[config.mk]
export PLATFORM = sky130hd
export DESIGN_NAME = nearest_reference_point_search
export DESIGN_NICKNAME = d
export VERILOG_FILES = /design/src/hw/rtl/nrps_pkg.sv /design/src/hw/rtl/nrps_ram.sv /design/src/hw/rtl/nrps_ctrl.sv /design/src/hw/rtl/nrps_datapath.sv /design/src/hw/rtl/nearest_reference_point_search.sv
export SDC_FILE = /design/constraint.sdc
export NUM_CORES = 2
export LEC_CHECK = 0
export ABC_CLOCK_PERIOD_IN_PS = 7100
export BUFFER_PORTS_ARGS = -buffer_cell sky130_fd_sc_hd__buf_2
export CORE_ASPECT_RATIO = 0.8
export CORE_MARGIN = 2
export CORE_UTILIZATION = 39
export CTS_CLUSTER_DIAMETER = 120
export DETAILED_ROUTE_END_ITERATION = 6
export SLEW_MARGIN = 20
export SYNTH_ARGS = -nofsm -noshare
export SYNTH_HDL_FRONTEND = slang
export SYNTH_HIERARCHICAL = 1
export SYNTH_SLANG_ARGS = --single-unit
[constraint.sdc]
create_clock -name aclk -period 7.1 [get_ports aclk]
set_input_delay 0 -clock aclk [delete_from_list [all_inputs] [get_ports aclk]]
set_output_delay 0 -clock aclk [all_outputs]
set_load 0.1 [all_outputs]
[src/hw/rtl/nrps_pkg.sv]
`timescale 1ns / 1ps
// ----------------------------------------------------------------------------
// nrps_pkg
// Shared codes and controller/datapath handshake types for the nearest
// reference point search block.
// ----------------------------------------------------------------------------
package nrps_pkg;

    // Operation codes carried by the func field of an input item.
    localparam logic [1:0] FUNC_LOAD     = 2'd0;
    localparam logic [1:0] FUNC_QUERY    = 2'd1;
    localparam logic [1:0] FUNC_DEFAULTS = 2'd2;
    localparam logic [1:0] FUNC_UNUSED   = 2'd3;

    // Configuration register indexes.
    localparam logic [1:0] CFG_BOUND_MIN_X = 2'd0;
    localparam logic [1:0] CFG_BOUND_MIN_Y = 2'd1;
    localparam logic [1:0] CFG_BOUND_MAX_X = 2'd2;
    localparam logic [1:0] CFG_BOUND_MAX_Y = 2'd3;

    // Number of entries installed by a defaults item.
    localparam int DEF_POINTS = 4;

    // Commands from the controller to the datapath.
    typedef struct packed {
        logic       load;         // append the input item to the table
        logic       query_start;  // latch the query point, rewind the scan
        logic       def_write;    // write one default entry
        logic [1:0] def_idx;      // which default entry
        logic       scan_issue;   // read the next table entry
        logic       out_load;     // move the result into the output register
    } nrps_cmd_t;

    // Status from the datapath to the controller.
    typedef struct packed {
        logic table_empty;  // no entries stored
        logic scan_last;    // the scan address points at the last entry
        logic pipe_busy;    // distance pipeline still holds entries
        logic out_free;     // output register can take a new result
    } nrps_status_t;

endpackage

[src/hw/rtl/nrps_ram.sv]
`timescale 1ns / 1ps
// ----------------------------------------------------------------------------
// nrps_ram
// Simple dual-port RAM with one write port and one registered read port.
// ----------------------------------------------------------------------------
module nrps_ram #(
    parameter int WIDTH = 48,
    parameter int DEPTH = 64
) (
    input  logic                     aclk,
    input  logic                     wr_en,
    input  logic [$clog2(DEPTH)-1:0] wr_addr,
    input  logic [WIDTH-1:0]         wr_data,
    input  logic                     rd_en,
    input  logic [$clog2(DEPTH)-1:0] rd_addr,
    output logic [WIDTH-1:0]         rd_data
);

    logic [WIDTH-1:0] mem [DEPTH];
    logic [WIDTH-1:0] rd_data_reg;

    // Write port and registered read port.
    always_ff @(posedge aclk) begin
        if (wr_en) begin
            mem[wr_addr] <= wr_data;
        end
        if (rd_en) begin
            rd_data_reg <= mem[rd_addr];
        end
    end

    assign rd_data = rd_data_reg;

endmodule

[src/hw/rtl/nrps_ctrl.sv]
`timescale 1ns / 1ps
// ----------------------------------------------------------------------------
// nrps_ctrl
// Controller: accepts items, sequences the default install, the table scan
// and the hand-off of a query result to the output register.
// ----------------------------------------------------------------------------
module nrps_ctrl (
    input  logic                  aclk,
    input  logic                  aresetn,
    input  logic                  s_valid,
    output logic                  s_ready,
    input  logic [1:0]            s_func,
    input  nrps_pkg::nrps_status_t status,
    output nrps_pkg::nrps_cmd_t    cmd
);
    import nrps_pkg::*;

    localparam logic [2:0] ST_IDLE  = 3'd0;
    localparam logic [2:0] ST_DEFS  = 3'd1;
    localparam logic [2:0] ST_SCAN  = 3'd2;
    localparam logic [2:0] ST_DRAIN = 3'd3;
    localparam logic [2:0] ST_DONE  = 3'd4;

    logic [2:0] state_reg, state_next;
    logic [1:0] def_idx_reg, def_idx_next;
    logic       accept;

    assign s_ready = (state_reg == ST_IDLE);
    assign accept  = s_valid && s_ready;

    // Next state and command decode.
    always_comb begin
        state_next   = state_reg;
        def_idx_next = def_idx_reg;
        cmd          = '0;
        cmd.def_idx  = def_idx_reg;
        case (state_reg)
            ST_IDLE: begin
                if (accept) begin
                    case (s_func)
                        FUNC_LOAD: begin
                            cmd.load = 1'b1;
                        end
                        FUNC_QUERY: begin
                            cmd.query_start = 1'b1;
                            state_next = status.table_empty ? ST_DONE : ST_SCAN;
                        end
                        FUNC_DEFAULTS: begin
                            def_idx_next = '0;
                            state_next   = ST_DEFS;
                        end
                        FUNC_UNUSED: begin
                            state_next = ST_IDLE;
                        end
                        default: begin
                            state_next = ST_IDLE;
                        end
                    endcase
                end
            end
            ST_DEFS: begin
                cmd.def_write = 1'b1;
                def_idx_next  = def_idx_reg + 2'd1;
                if (def_idx_reg == 2'(DEF_POINTS - 1)) begin
                    state_next = ST_IDLE;
                end
            end
            ST_SCAN: begin
                cmd.scan_issue = 1'b1;
                if (status.scan_last) begin
                    state_next = ST_DRAIN;
                end
            end
            ST_DRAIN: begin
                if (!status.pipe_busy) begin
                    state_next = ST_DONE;
                end
            end
            ST_DONE: begin
                if (status.out_free) begin
                    cmd.out_load = 1'b1;
                    state_next   = ST_IDLE;
                end
            end
            default: begin
                state_next = ST_IDLE;
            end
        endcase
    end

    // State registers.
    always_ff @(posedge aclk) begin
        if (!aresetn) begin
            state_reg   <= ST_IDLE;
            def_idx_reg <= '0;
        end else begin
            state_reg   <= state_next;
            def_idx_reg <= def_idx_next;
        end
    end

endmodule

[src/hw/rtl/nrps_datapath.sv]
`timescale 1ns / 1ps
// ----------------------------------------------------------------------------
// nrps_datapath
// Datapath: bound registers, entry table, default point generator,
// pipelined squared-distance scan with running minimum, output register.
// ----------------------------------------------------------------------------
module nrps_datapath #(
    parameter int MAX_POINTS = 64,
    parameter int COORD_BITS = 16
) (
    input  logic                                  aclk,
    input  logic                                  aresetn,
    input  logic                                  cfg_wr_en,
    input  logic [1:0]                            cfg_index,
    input  logic [COORD_BITS-1:0]                 cfg_wr_data,
    input  logic signed [COORD_BITS-1:0]          s_coord_x,
    input  logic signed [COORD_BITS-1:0]          s_coord_y,
    input  logic [15:0]                           s_point_id,
    input  logic                                  s_first_of_load,
    input  nrps_pkg::nrps_cmd_t                    cmd,
    output nrps_pkg::nrps_status_t                 status,
    output logic                                  m_valid,
    input  logic                                  m_ready,
    output logic [$clog2(MAX_POINTS)-1:0]         m_best_index,
    output logic [15:0]                           m_best_id,
    output logic signed [COORD_BITS-1:0]          m_best_x,
    output logic signed [COORD_BITS-1:0]          m_best_y,
    output logic [2*COORD_BITS:0]                 m_best_dist_sq,
    output logic                                  m_table_empty
);
    import nrps_pkg::*;

    localparam int CB      = COORD_BITS;
    localparam int IDX_W   = $clog2(MAX_POINTS);
    localparam int CNT_W   = $clog2(MAX_POINTS + 1);
    localparam int ENTRY_W = 2 * CB + 16;
    localparam int SQ_W    = 2 * CB;
    localparam int DIST_W  = 2 * CB + 1;
    localparam int SAT_W   = (DIST_W > 64) ? 64 : DIST_W;
    localparam bit CAN_SAT = (DIST_W > 64);
    localparam logic [DIST_W-1:0] SAT_VAL = {DIST_W{1'b1}} >> (DIST_W - SAT_W);
    localparam logic [CB-1:0] COORD_MIN = {1'b1, {(CB - 1){1'b0}}};
    localparam logic [CB-1:0] COORD_MAX = {1'b0, {(CB - 1){1'b1}}};

    // ------------------------------------------------------------------
    // Bound registers.
    // ------------------------------------------------------------------
    logic signed [CB-1:0] min_x_reg, min_y_reg, max_x_reg, max_y_reg;

    always_ff @(posedge aclk) begin
        if (!aresetn) begin
            min_x_reg <= COORD_MIN;
            min_y_reg <= COORD_MIN;
            max_x_reg <= COORD_MAX;
            max_y_reg <= COORD_MAX;
        end else if (cfg_wr_en) begin
            case (cfg_index)
                CFG_BOUND_MIN_X: min_x_reg <= cfg_wr_data;
                CFG_BOUND_MIN_Y: min_y_reg <= cfg_wr_data;
                CFG_BOUND_MAX_X: max_x_reg <= cfg_wr_data;
                CFG_BOUND_MAX_Y: max_y_reg <= cfg_wr_data;
                default: begin
                end
            endcase
        end
    end

    // ------------------------------------------------------------------
    // Default points: quarter positions, division truncating toward zero.
    // ------------------------------------------------------------------
    logic signed [CB:0] span_x, span_y, q_x, q_y;
    logic signed [CB:0] lo_x, hi_x, lo_y, hi_y;
    logic [CB-1:0]      def_x, def_y;

    always_comb begin
        span_x = $signed({max_x_reg[CB-1], max_x_reg}) - $signed({min_x_reg[CB-1], min_x_reg});
        span_y = $signed({max_y_reg[CB-1], max_y_reg}) - $signed({min_y_reg[CB-1], min_y_reg});
        q_x = (span_x + (span_x[CB] ? (CB+1)'(3) : (CB+1)'(0))) >>> 2;
        q_y = (span_y + (span_y[CB] ? (CB+1)'(3) : (CB+1)'(0))) >>> 2;
        lo_x = $signed({min_x_reg[CB-1], min_x_reg}) + q_x;
        hi_x = $signed({max_x_reg[CB-1], max_x_reg}) - q_x;
        lo_y = $signed({min_y_reg[CB-1], min_y_reg}) + q_y;
        hi_y = $signed({max_y_reg[CB-1], max_y_reg}) - q_y;
        def_x = cmd.def_idx[0] ? hi_x[CB-1:0] : lo_x[CB-1:0];
        def_y = cmd.def_idx[1] ? lo_y[CB-1:0] : hi_y[CB-1:0];
    end

    // ------------------------------------------------------------------
    // Entry count and table write port.
    // ------------------------------------------------------------------
    logic [CNT_W-1:0]   count_reg, count_next;
    logic               wr_en;
    logic [IDX_W-1:0]   wr_addr;
    logic [ENTRY_W-1:0] wr_data;

    always_comb begin
        count_next = count_reg;
        wr_en      = 1'b0;
        wr_addr    = count_reg[IDX_W-1:0];
        wr_data    = {s_point_id, s_coord_y, s_coord_x};
        if (cmd.load) begin
            if (s_first_of_load) begin
                wr_en      = 1'b1;
                wr_addr    = '0;
                count_next = CNT_W'(1);
            end else if (count_reg < CNT_W'(MAX_POINTS)) begin
                wr_en      = 1'b1;
                count_next = count_reg + CNT_W'(1);
            end
        end else if (cmd.def_write) begin
            wr_en      = 1'b1;
            wr_addr    = IDX_W'(cmd.def_idx);
            wr_data    = {16'(cmd.def_idx), def_y, def_x};
            count_next = CNT_W'(DEF_POINTS);
        end
    end

    // ------------------------------------------------------------------
    // Query point, scan address and empty flag.
    // ------------------------------------------------------------------
    logic signed [CB-1:0] qx_reg, qy_reg;
    logic [IDX_W-1:0]     addr_reg;
    logic                 empty_reg;

    always_ff @(posedge aclk) begin
        if (!aresetn) begin
            count_reg <= '0;
            addr_reg  <= '0;
            empty_reg <= 1'b0;
        end else begin
            count_reg <= count_next;
            if (cmd.query_start) begin
                addr_reg  <= '0;
                empty_reg <= (count_reg == '0);
            end else if (cmd.scan_issue) begin
                addr_reg <= addr_reg + IDX_W'(1);
            end
        end
    end

    always_ff @(posedge aclk) begin
        if (cmd.query_start) begin
            qx_reg <= s_coord_x;
            qy_reg <= s_coord_y;
        end
    end

    // Entry table.
    logic [ENTRY_W-1:0] rd_data;

    nrps_ram #(
        .WIDTH (ENTRY_W),
        .DEPTH (MAX_POINTS)
    ) u_table (
        .aclk    (aclk),
        .wr_en   (wr_en),
        .wr_addr (wr_addr),
        .wr_data (wr_data),
        .rd_en   (cmd.scan_issue),
        .rd_addr (addr_reg),
        .rd_data (rd_data)
    );

    // ------------------------------------------------------------------
    // Distance pipeline: read, absolute differences, squares, minimum.
    // ------------------------------------------------------------------
    logic                 v1_reg, v2_reg, v3_reg;
    logic [IDX_W-1:0]     idx1_reg, idx2_reg, idx3_reg;
    logic [ENTRY_W-1:0]   ent2_reg, ent3_reg;
    logic [CB-1:0]        adx_reg, ady_reg;
    logic [SQ_W-1:0]      sqx_reg, sqy_reg;
    logic signed [CB-1:0] ex1, ey1;
    logic signed [CB:0]   dx1, dy1;
    logic [CB:0]          adx1, ady1;

    always_comb begin
        ex1  = rd_data[CB-1:0];
        ey1  = rd_data[2*CB-1:CB];
        dx1  = $signed({qx_reg[CB-1], qx_reg}) - $signed({ex1[CB-1], ex1});
        dy1  = $signed({qy_reg[CB-1], qy_reg}) - $signed({ey1[CB-1], ey1});
        adx1 = dx1[CB] ? (CB+1)'(-dx1) : (CB+1)'(dx1);
        ady1 = dy1[CB] ? (CB+1)'(-dy1) : (CB+1)'(dy1);
    end

    always_ff @(posedge aclk) begin
        if (!aresetn) begin
            v1_reg <= 1'b0;
            v2_reg <= 1'b0;
            v3_reg <= 1'b0;
        end else begin
            v1_reg <= cmd.scan_issue;
            v2_reg <= v1_reg;
            v3_reg <= v2_reg;
        end
    end

    always_ff @(posedge aclk) begin
        idx1_reg <= addr_reg;
        idx2_reg <= idx1_reg;
        ent2_reg <= rd_data;
        adx_reg  <= adx1[CB-1:0];
        ady_reg  <= ady1[CB-1:0];
        idx3_reg <= idx2_reg;
        ent3_reg <= ent2_reg;
        sqx_reg  <= SQ_W'(adx_reg) * SQ_W'(adx_reg);
        sqy_reg  <= SQ_W'(ady_reg) * SQ_W'(ady_reg);
    end

    // Sum of squares, saturated at 64 ones for the widest coordinates.
    logic [DIST_W-1:0] sum3, dist3;
    logic              sat_hit;

    always_comb begin
        sum3    = {1'b0, sqx_reg} + {1'b0, sqy_reg};
        sat_hit = CAN_SAT && ((sum3 >> 64) != '0);
        dist3   = sat_hit ? SAT_VAL : sum3;
    end

    // Running minimum; the first minimum is kept on ties.
    logic [DIST_W-1:0]  best_d_reg;
    logic [IDX_W-1:0]   best_idx_reg;
    logic [ENTRY_W-1:0] best_ent_reg;

    always_ff @(posedge aclk) begin
        if (v3_reg && ((idx3_reg == '0) || (dist3 < best_d_reg))) begin
            best_d_reg   <= dist3;
            best_idx_reg <= idx3_reg;
            best_ent_reg <= ent3_reg;
        end
    end

    // ------------------------------------------------------------------
    // Output register.
    // ------------------------------------------------------------------
    logic                 m_valid_reg;
    logic [IDX_W-1:0]     out_idx_reg;
    logic [15:0]          out_id_reg;
    logic [CB-1:0]        out_x_reg, out_y_reg;
    logic [DIST_W-1:0]    out_d_reg;
    logic                 out_empty_reg;

    always_ff @(posedge aclk) begin
        if (!aresetn) begin
            m_valid_reg <= 1'b0;
        end else if (cmd.out_load) begin
            m_valid_reg <= 1'b1;
        end else if (m_ready) begin
            m_valid_reg <= 1'b0;
        end
    end

    always_ff @(posedge aclk) begin
        if (cmd.out_load) begin
            if (empty_reg) begin
                out_idx_reg   <= '0;
                out_id_reg    <= '0;
                out_x_reg     <= '0;
                out_y_reg     <= '0;
                out_d_reg     <= '0;
                out_empty_reg <= 1'b1;
            end else begin
                out_idx_reg   <= best_idx_reg;
                out_id_reg    <= best_ent_reg[ENTRY_W-1:2*CB];
                out_x_reg     <= best_ent_reg[CB-1:0];
                out_y_reg     <= best_ent_reg[2*CB-1:CB];
                out_d_reg     <= best_d_reg;
                out_empty_reg <= 1'b0;
            end
        end
    end

    assign m_valid        = m_valid_reg;
    assign m_best_index   = out_idx_reg;
    assign m_best_id      = out_id_reg;
    assign m_best_x       = out_x_reg;
    assign m_best_y       = out_y_reg;
    assign m_best_dist_sq = out_d_reg;
    assign m_table_empty  = out_empty_reg;

    // Status to the controller.
    always_comb begin
        status.table_empty = (count_reg == '0);
        status.scan_last   = ((CNT_W'(addr_reg) + CNT_W'(1)) == count_reg);
        status.pipe_busy   = v1_reg || v2_reg || v3_reg;
        status.out_free    = !m_valid_reg || m_ready;
    end

endmodule

[src/hw/rtl/nearest_reference_point_search.sv]
`timescale 1ns / 1ps
// ----------------------------------------------------------------------------
// nearest_reference_point_search
// Table of 2-D reference points answering nearest-point queries by a
// linear scan over squared Euclidean distance.
// ----------------------------------------------------------------------------
// A load item is accepted while the block stays idle and ready. A defaults
// item is accepted and then makes four table writes before the block is
// ready again. A query leaves the block ready again in the same cycle that
// its result enters the output register. The entry memory has one read
// port, so the scan reads one entry per cycle. The scan then drains through
// the read, difference and square stages to the last compare, and the
// result then moves into the output register. A query on an empty table
// skips the scan. If a finished result finds the output register still
// occupied, the block waits until that result is taken. The block handles
// one item at a time, but it accepts load and defaults items while a result
// is still waiting in the output register. Ties go to the lower table
// position.
// ----------------------------------------------------------------------------
module nearest_reference_point_search #(
    parameter int MAX_POINTS = 64,
    parameter int COORD_BITS = 16
) (
    input  logic                          aclk,
    input  logic                          aresetn,
    // Configuration write port.
    input  logic                          cfg_wr_en,
    input  logic [1:0]                    cfg_index,
    input  logic [COORD_BITS-1:0]         cfg_wr_data,
    // Input items.
    input  logic                          s_valid,
    output logic                          s_ready,
    input  logic [1:0]                    s_func,
    input  logic signed [COORD_BITS-1:0]  s_coord_x,
    input  logic signed [COORD_BITS-1:0]  s_coord_y,
    input  logic [15:0]                   s_point_id,
    input  logic                          s_first_of_load,
    // Result items.
    output logic                          m_valid,
    input  logic                          m_ready,
    output logic [$clog2(MAX_POINTS)-1:0] m_best_index,
    output logic [15:0]                   m_best_id,
    output logic signed [COORD_BITS-1:0]  m_best_x,
    output logic signed [COORD_BITS-1:0]  m_best_y,
    output logic [2*COORD_BITS:0]         m_best_dist_sq,
    output logic                          m_table_empty
);
    import nrps_pkg::*;

    nrps_cmd_t    cmd;
    nrps_status_t status;

    // Sequencing of items.
    nrps_ctrl u_ctrl (
        .aclk    (aclk),
        .aresetn (aresetn),
        .s_valid (s_valid),
        .s_ready (s_ready),
        .s_func  (s_func),
        .status  (status),
        .cmd     (cmd)
    );

    // Storage, distance pipeline and output register.
    nrps_datapath #(
        .MAX_POINTS (MAX_POINTS),
        .COORD_BITS (COORD_BITS)
    ) u_datapath (
        .aclk            (aclk),
        .aresetn         (aresetn),
        .cfg_wr_en       (cfg_wr_en),
        .cfg_index       (cfg_index),
        .cfg_wr_data     (cfg_wr_data),
        .s_coord_x       (s_coord_x),
        .s_coord_y       (s_coord_y),
        .s_point_id      (s_point_id),
        .s_first_of_load (s_first_of_load),
        .cmd             (cmd),
        .status          (status),
        .m_valid         (m_valid),
        .m_ready         (m_ready),
        .m_best_index    (m_best_index),
        .m_best_id       (m_best_id),
        .m_best_x        (m_best_x),
        .m_best_y        (m_best_y),
        .m_best_dist_sq  (m_best_dist_sq),
        .m_table_empty   (m_table_empty)
    );

endmodule
# Word-level counts from Yosys, hierarchy flattened
# Memories as Yosys holds them, arrays and structs flattened. A register that Yosys moved wholly into a read port is not among the register bits.
# Index checks and enable logic that the tools add are counted.
[word_totals] latch_bits=0 romBits=0 out_inout_bits=90 in_bits=74 register_bits=504 ram_bits=3072 memories=1
[classes] n_div=0 n_bitwise=1 n_reduce_logical=23 order_cmp=2 shift=0 n_addsub=17 n_mux=43 mul=2 eq_ne=20
[memory_table] memory="u_datapath.u_table.mem" depth=64 word_bits=48 rd=1 rd_ports_with_merged_regs=1 write_ports=1 line="nrps_ram.sv:19" rtl="logic [WIDTH-1:0] mem [DEPTH];"
[op_table] op="$mux 48" count=2
[op_table] op="$sub 16x16->17" count=4
[op_table] op="$mul 16x16->32" count=2
[op_table] op="$mux 16" count=4
[op_table] op="$add 17x3->17" count=2
[op_table] op="$add 32x32->33" count=1
[op_table] op="$lt 33x33->1" count=1
[op_table] op="$add 16x15->16" count=2
[op_table] op="$neg 16->16" count=2
[op_table] op="$sub 16x15->16" count=2
[op_table] op="$mux 7" count=4
[op_table] op="$mux 3" count=6
[op_table] op="$mux 6" count=3
[op_table] op="$mux 1" count=15
[op_table] op="$pmux 3 s5" count=1
[op_table] op="$mux 2" count=6
[op_table] op="$eq 2x2->1 const B" count=5
[op_table] op="$ne 2x2->1 const B" count=5
[op_table] op="$reduce_and 2->1" count=5
[op_table] op="$pmux 3 s3" count=1
[op_table] op="$add 6x1->7 const B" count=1
[op_table] op="$add 7x1->7 const B" count=1
[op_table] op="$eq 7x7->1" count=1
[op_table] op="$logic_not 7->1" count=1
[op_table] op="other kinds (22)" count=31

# Depth between registers and ports, before layout
[depth] ltp_word=7 depth_mapped=26 ltp_nobuf=25

# Cells and area by module
# The synthesis kept the hierarchy.
[by_module_without_submodules] mod="nrps_ram" area_each_um2=117597.8 n_inst=1 cells_per_inst=4970 seq_area_each_um2=93689.9
[by_module_without_submodules] mod="nrps_datapath" area_each_um2=37768.7 n_inst=1 cells_per_inst=3871 seq_area_each_um2=12021.5
[by_module_without_submodules] mod="nrps_ctrl" area_each_um2=447.9 n_inst=1 cells_per_inst=49 seq_area_each_um2=100.1

# Least setup slack after synthesis
# OpenSTA, ideal clock, no wires.
[synth_timing] path_type="reg2reg" startpoint="register u_ctrl.state_reg[1]" endpoint="memory u_datapath.u_table.mem[48][0] (enable)" n_path_buf=4 path_stages_with_launch=11 arrival_time_ns=7.641 required_ns=6.587 period_less_slack_ns=8.154 setup_slack_ns=-1.054 path_cell_list="dfxtp_1 -> buf_6 -> nor3_1 -> and3_1 -> clkbuf_1 -> nand2b_1 -> clkbuf_1 -> clkbuf_1 -> o21ai_0 -> nand4b_1 -> nor3_1"
[synth_lines] item="start, declared" line="nrps_ctrl.sv:24" rtl="logic [2:0] state_reg, state_next;"
[synth_lines] item="start signal, assigned" line="nrps_ctrl.sv:97" rtl="state_reg <= state_next;"
[synth_lines] item="end, declared" line="nrps_ram.sv:19"

# Worst setup path in the final report
[layout_timing] startpoint="register u_datapath.ady_reg[9]" endpoint="register u_datapath.sqy_reg[31]"
[layout_between] elab_chain_cells=1
[layout_lines] item="start, declared" line="nrps_datapath.sv:170" rtl="logic [CB-1:0] adx_reg, ady_reg;"
[layout_lines] item="start signal, assigned" line="nrps_datapath.sv:202" rtl="ady_reg <= ady1[CB-1:0];"
[layout_lines] item="$mul 16x16->32" line="nrps_datapath.sv:206" rtl="sqy_reg <= SQ_W'(ady_reg) * SQ_W'(ady_reg);"
[layout_lines] item="end signal, assigned" line="nrps_datapath.sv:206"
[layout_lines] item="end, declared" line="nrps_datapath.sv:171" rtl="logic [SQ_W-1:0] sqx_reg, sqy_reg;"
# No other way between the ends.
# A chain may end at the register's enable or synchronous reset.

==> results.py <==
metrics = {
    "placement": {
        "dpl.hpwl_mm": 269.5,
        "numPortBuffers": 163,
        "post_dp_cell_area_um2": 165100,
        "gp_congestion": 0.8552,
    },
    "worst_setup_path": {
        "r2r_start": "u_datapath/ady_reg[9]$_DFF_P_",
        "worstSetupPathType": "flip-flop to flip-flop",
        "cp-startpoint": "u_datapath/ady_reg[9]$_DFF_P_",
        "crit_fanout": 17,
        "critical_path_arrival_ns": 7.47,
        "critPathLaunchType": "flip-flop",
        "worst_setup_path_end_kind": "flip-flop",
        "crit_required_ns": 7.87,
        "reg2reg_depth": 21,
    },
    "route": {
        "vias": 85968,
        "wl_per_cell_um": 29.53,
        "viasPerCell": 5.698,
        "ant_nets": 0,
        "dr.pass1.iters": 5,
        "drcViolationCount": 0,
        "wirelength_mm": 445.5,
        "drt_iter0_markers": 10812,
    },
    "floorplanning": {
        "start_util": 0.3919,
        "fp.dieH_um": 569.4,
        "dieArea_um2": 404600,
        "die_x_um": 710.7,
        "io_pins": 164,
        "row_count": 207,
        "coreArea_um2": 397600,
    },
    "global_routing": {
        "antenna_found_initial": 33,
        "grt_pass1_wl_mm": 631.6,
        "grt_pass1_vias": 85374,
        "grt_max_degree": 102,
        "globalRouteOverflowTotal": 0,
        "track_usage": 0.2167,
    },
    "power": {
        "vdd_drop_max_mv": 1.773,
        "power_density_nw_per_um2": 461.1,
        "p_total_w": 0.08212,
        "p_leak_nw": 60.27,
    },
    "logic_synthesis": {
        "synth-main-ff-cell": "edfxtp_1",
        "ys_types": 89,
        "ys_seq_area_frac": 0.6791,
        "syn_inst": 8890,
        "syn_nets": 9695,
        "ys_seq_elements": 3622,
        "ys_warn_count": 6,
        "avgSynthCellArea_um2": 17.53,
        "synth-edff-count": 3327,
        "ys_async_sr_fraction": 0,
        "synth_area_um2": 155800,
    },
    "clock_tree": {
        "root_buffer": "clkbuf_16",
        "clockBufferDepth": 4,
        "cts-htree-levels": 5,
        "cts_buffers": 362,
        "cts_resized": 0,
        "cts.sinks": 3622,
        "cts.clk_slew.worst_paths_ns": 0.06,
        "cts_tree": "yes",
        "worstSkewPairLatency_ns": 0.98,
    },
    "layout": {
        "layout-drive-gt1-share": 0.1961,
        "fin_util": 0.4479,
        "largest_reg_flops": 3072,
        "postLayoutCellArea_um2": 178100,
        "final_cell_mix": "edfxtp_1, mux4_2, inv_1",
        "nets": 10237,
        "top_register": "u_datapath/u_table/mem",
        "fill_cells": 34036,
        "area_growth_pct": 14.29,
        "layout_commonest_cell": "edfxtp_1",
    },
    "timing": {
        "rsz0062_at_grt": "false",
        "maxSlewViolCount": 0,
        "fmax_mhz": 149.3,
        "finalClockSkew_ns": 0.1132,
        "tns_ns": 0,
        "fin_crit_ns": 6.699,
        "finalHoldViolCount": 0,
        "holdWs_ns": 0.02082,
        "tightest_slew_ns": 1.244,
        "post-route-period-util": 0.9435,
        "slew_headroom": 0.1699,
        "setup_viol": 0,
    },
    "hold_path": {
        "hold_class": "primary input to flip-flop",
        "whs_path_depth": 4,
        "worstHoldStart": "cfg_wr_data[9]",
    },
    "run_status": {
        "outcome": "completed",
    },
    "flow_run": {
        "cap_violations": 0,
    },
}
path summary, 6_finish.rpt:
path | to | slack (ns)
hold / removal | u_datapath/min_x_reg[9]$_SDFFE_PN0P_ | 0.02
hold reg to reg | u_datapath/ent3_reg[3]$_DFF_P_ | 0.31
setup reg to reg | u_datapath/sqy_reg[31]$_DFF_P_ | 0.40
setup / recovery | u_datapath/sqy_reg[31]$_DFF_P_ | 0.40
critical path: stages, from the launching register on:
cell and delay [ns]:
dfxtp_1 0.76, nand2_1 0.17, fa_1 0.56, inv_1 0.08
fa_1 0.51, fa_1 0.58, fa_1 0.43, fa_1 0.49
inv_1 0.05, fa_1 0.47, inv_1 0.04, ha_1 0.34
a21o_1 0.18, a21o_1 0.17, a21o_1 0.18, a21o_1 0.19
a21oi_1 0.24, o21ai_0 0.19, a211o_1 0.34, a221o_1 0.32
a21oi_1 0.20, xnor2_1 0.10
synthesized netlist by cell type, drive strengths merged (24+ instances only):
cell type | number | area, um2
a211oi | 56 | 425.4
a21boi | 38 | 285.3
a21o | 84 | 630.6
a21oi | 208 | 1041
a221oi | 91 | 797.0
a22o | 58 | 508.0
a22oi | 73 | 548.0
a31oi | 32 | 206.5
and2 | 124 | 775.7
and3 | 26 | 162.7
buf | 189 | 1164
clkbuf | 186 | 699.4
dfxtp | 295 | 5906
edfxtp | 3327 | 99910
fa | 336 | 6726
ha | 395 | 4942
inv | 619 | 2323
mux2i | 71 | 710.7
mux4 | 754 | 16980
nand2 | 449 | 1685
nand2b | 43 | 269.0
nand3 | 78 | 390.4
nor2 | 342 | 1284
nor2b | 116 | 725.7
nor3 | 62 | 310.3
o21a | 42 | 315.3
o21ai | 125 | 625.6
o221ai | 30 | 262.8
o22ai | 123 | 769.5
or3 | 24 | 150.1
xnor2 | 162 | 1426
xor2 | 79 | 691.9
per-stage QoR:
stage | cells | worst slack, ns
after floorplan | 8890 | 0.002943
after global placement | 14275 | 0.5142
after detailed placement | 14276 | 0.4288
after CTS | 15065 | 0.4228
after global routing | 15079 | 0.08020
final | 15088 | 0.4009
power breakdown:
| part | internal, W | switching, W | leakage [nW] | total, W |
|---|---|---|---|---|
| clock | 0.0105 | 0.00836 | 5.65 | 0.0188 |
| sequential | 0.0246 | 0.000332 | 32.4 | 0.0249 |
| combinational | 0.0160 | 0.0224 | 22.2 | 0.0384 |
| total | 0.0510 | 0.0311 | 60.3 | 0.0821 |
layout make-up:
type                            instances  area [um2]  area share
Clock buffer                          468        9746     0.05473
Multi-Input combinational cell       4273       46850      0.2631
Sequential cell                      3622      105800      0.5943
Inverter                              620        2327     0.01307
Tap cell                             5329        6668     0.03744
Antenna cell                           19       47.55   0.0002670
Clock inverter                        204        1916     0.01076
Timing Repair Buffer                  553        4701     0.02640
per-layer routing:
layer,track usage,vias to the layer above,share of wire,wire length [um]
met5,0,-,0.000094,42
met4,0.05995,6,0.029,13110
met3,0.03289,673,0.087,38760
met2,0.3463,4045,0.47,209900
met1,0.3102,45629,0.41,183700
li1,-,35615,-,-
timing repair:
action	CTS	global route
hold endpoints to repair	2355	256
hold buffers	117	4
buffers inserted	0	0
kinds of logic after synthesis:
| kind of cell | synth area share |
|---|---|
| AOI/OAI and AO/OA | 0.04946 |
| xor gates and xnor gates | 0.01359 |
| adders and majority gates | 0.07489 |
| buffers and inverters | 0.02689 |
| DFF | 0.6791 |
| muxes | 0.1146 |
| and+or+nand+nor | 0.04145 |
No activity file was read; power rests on OpenSTA's default activity.
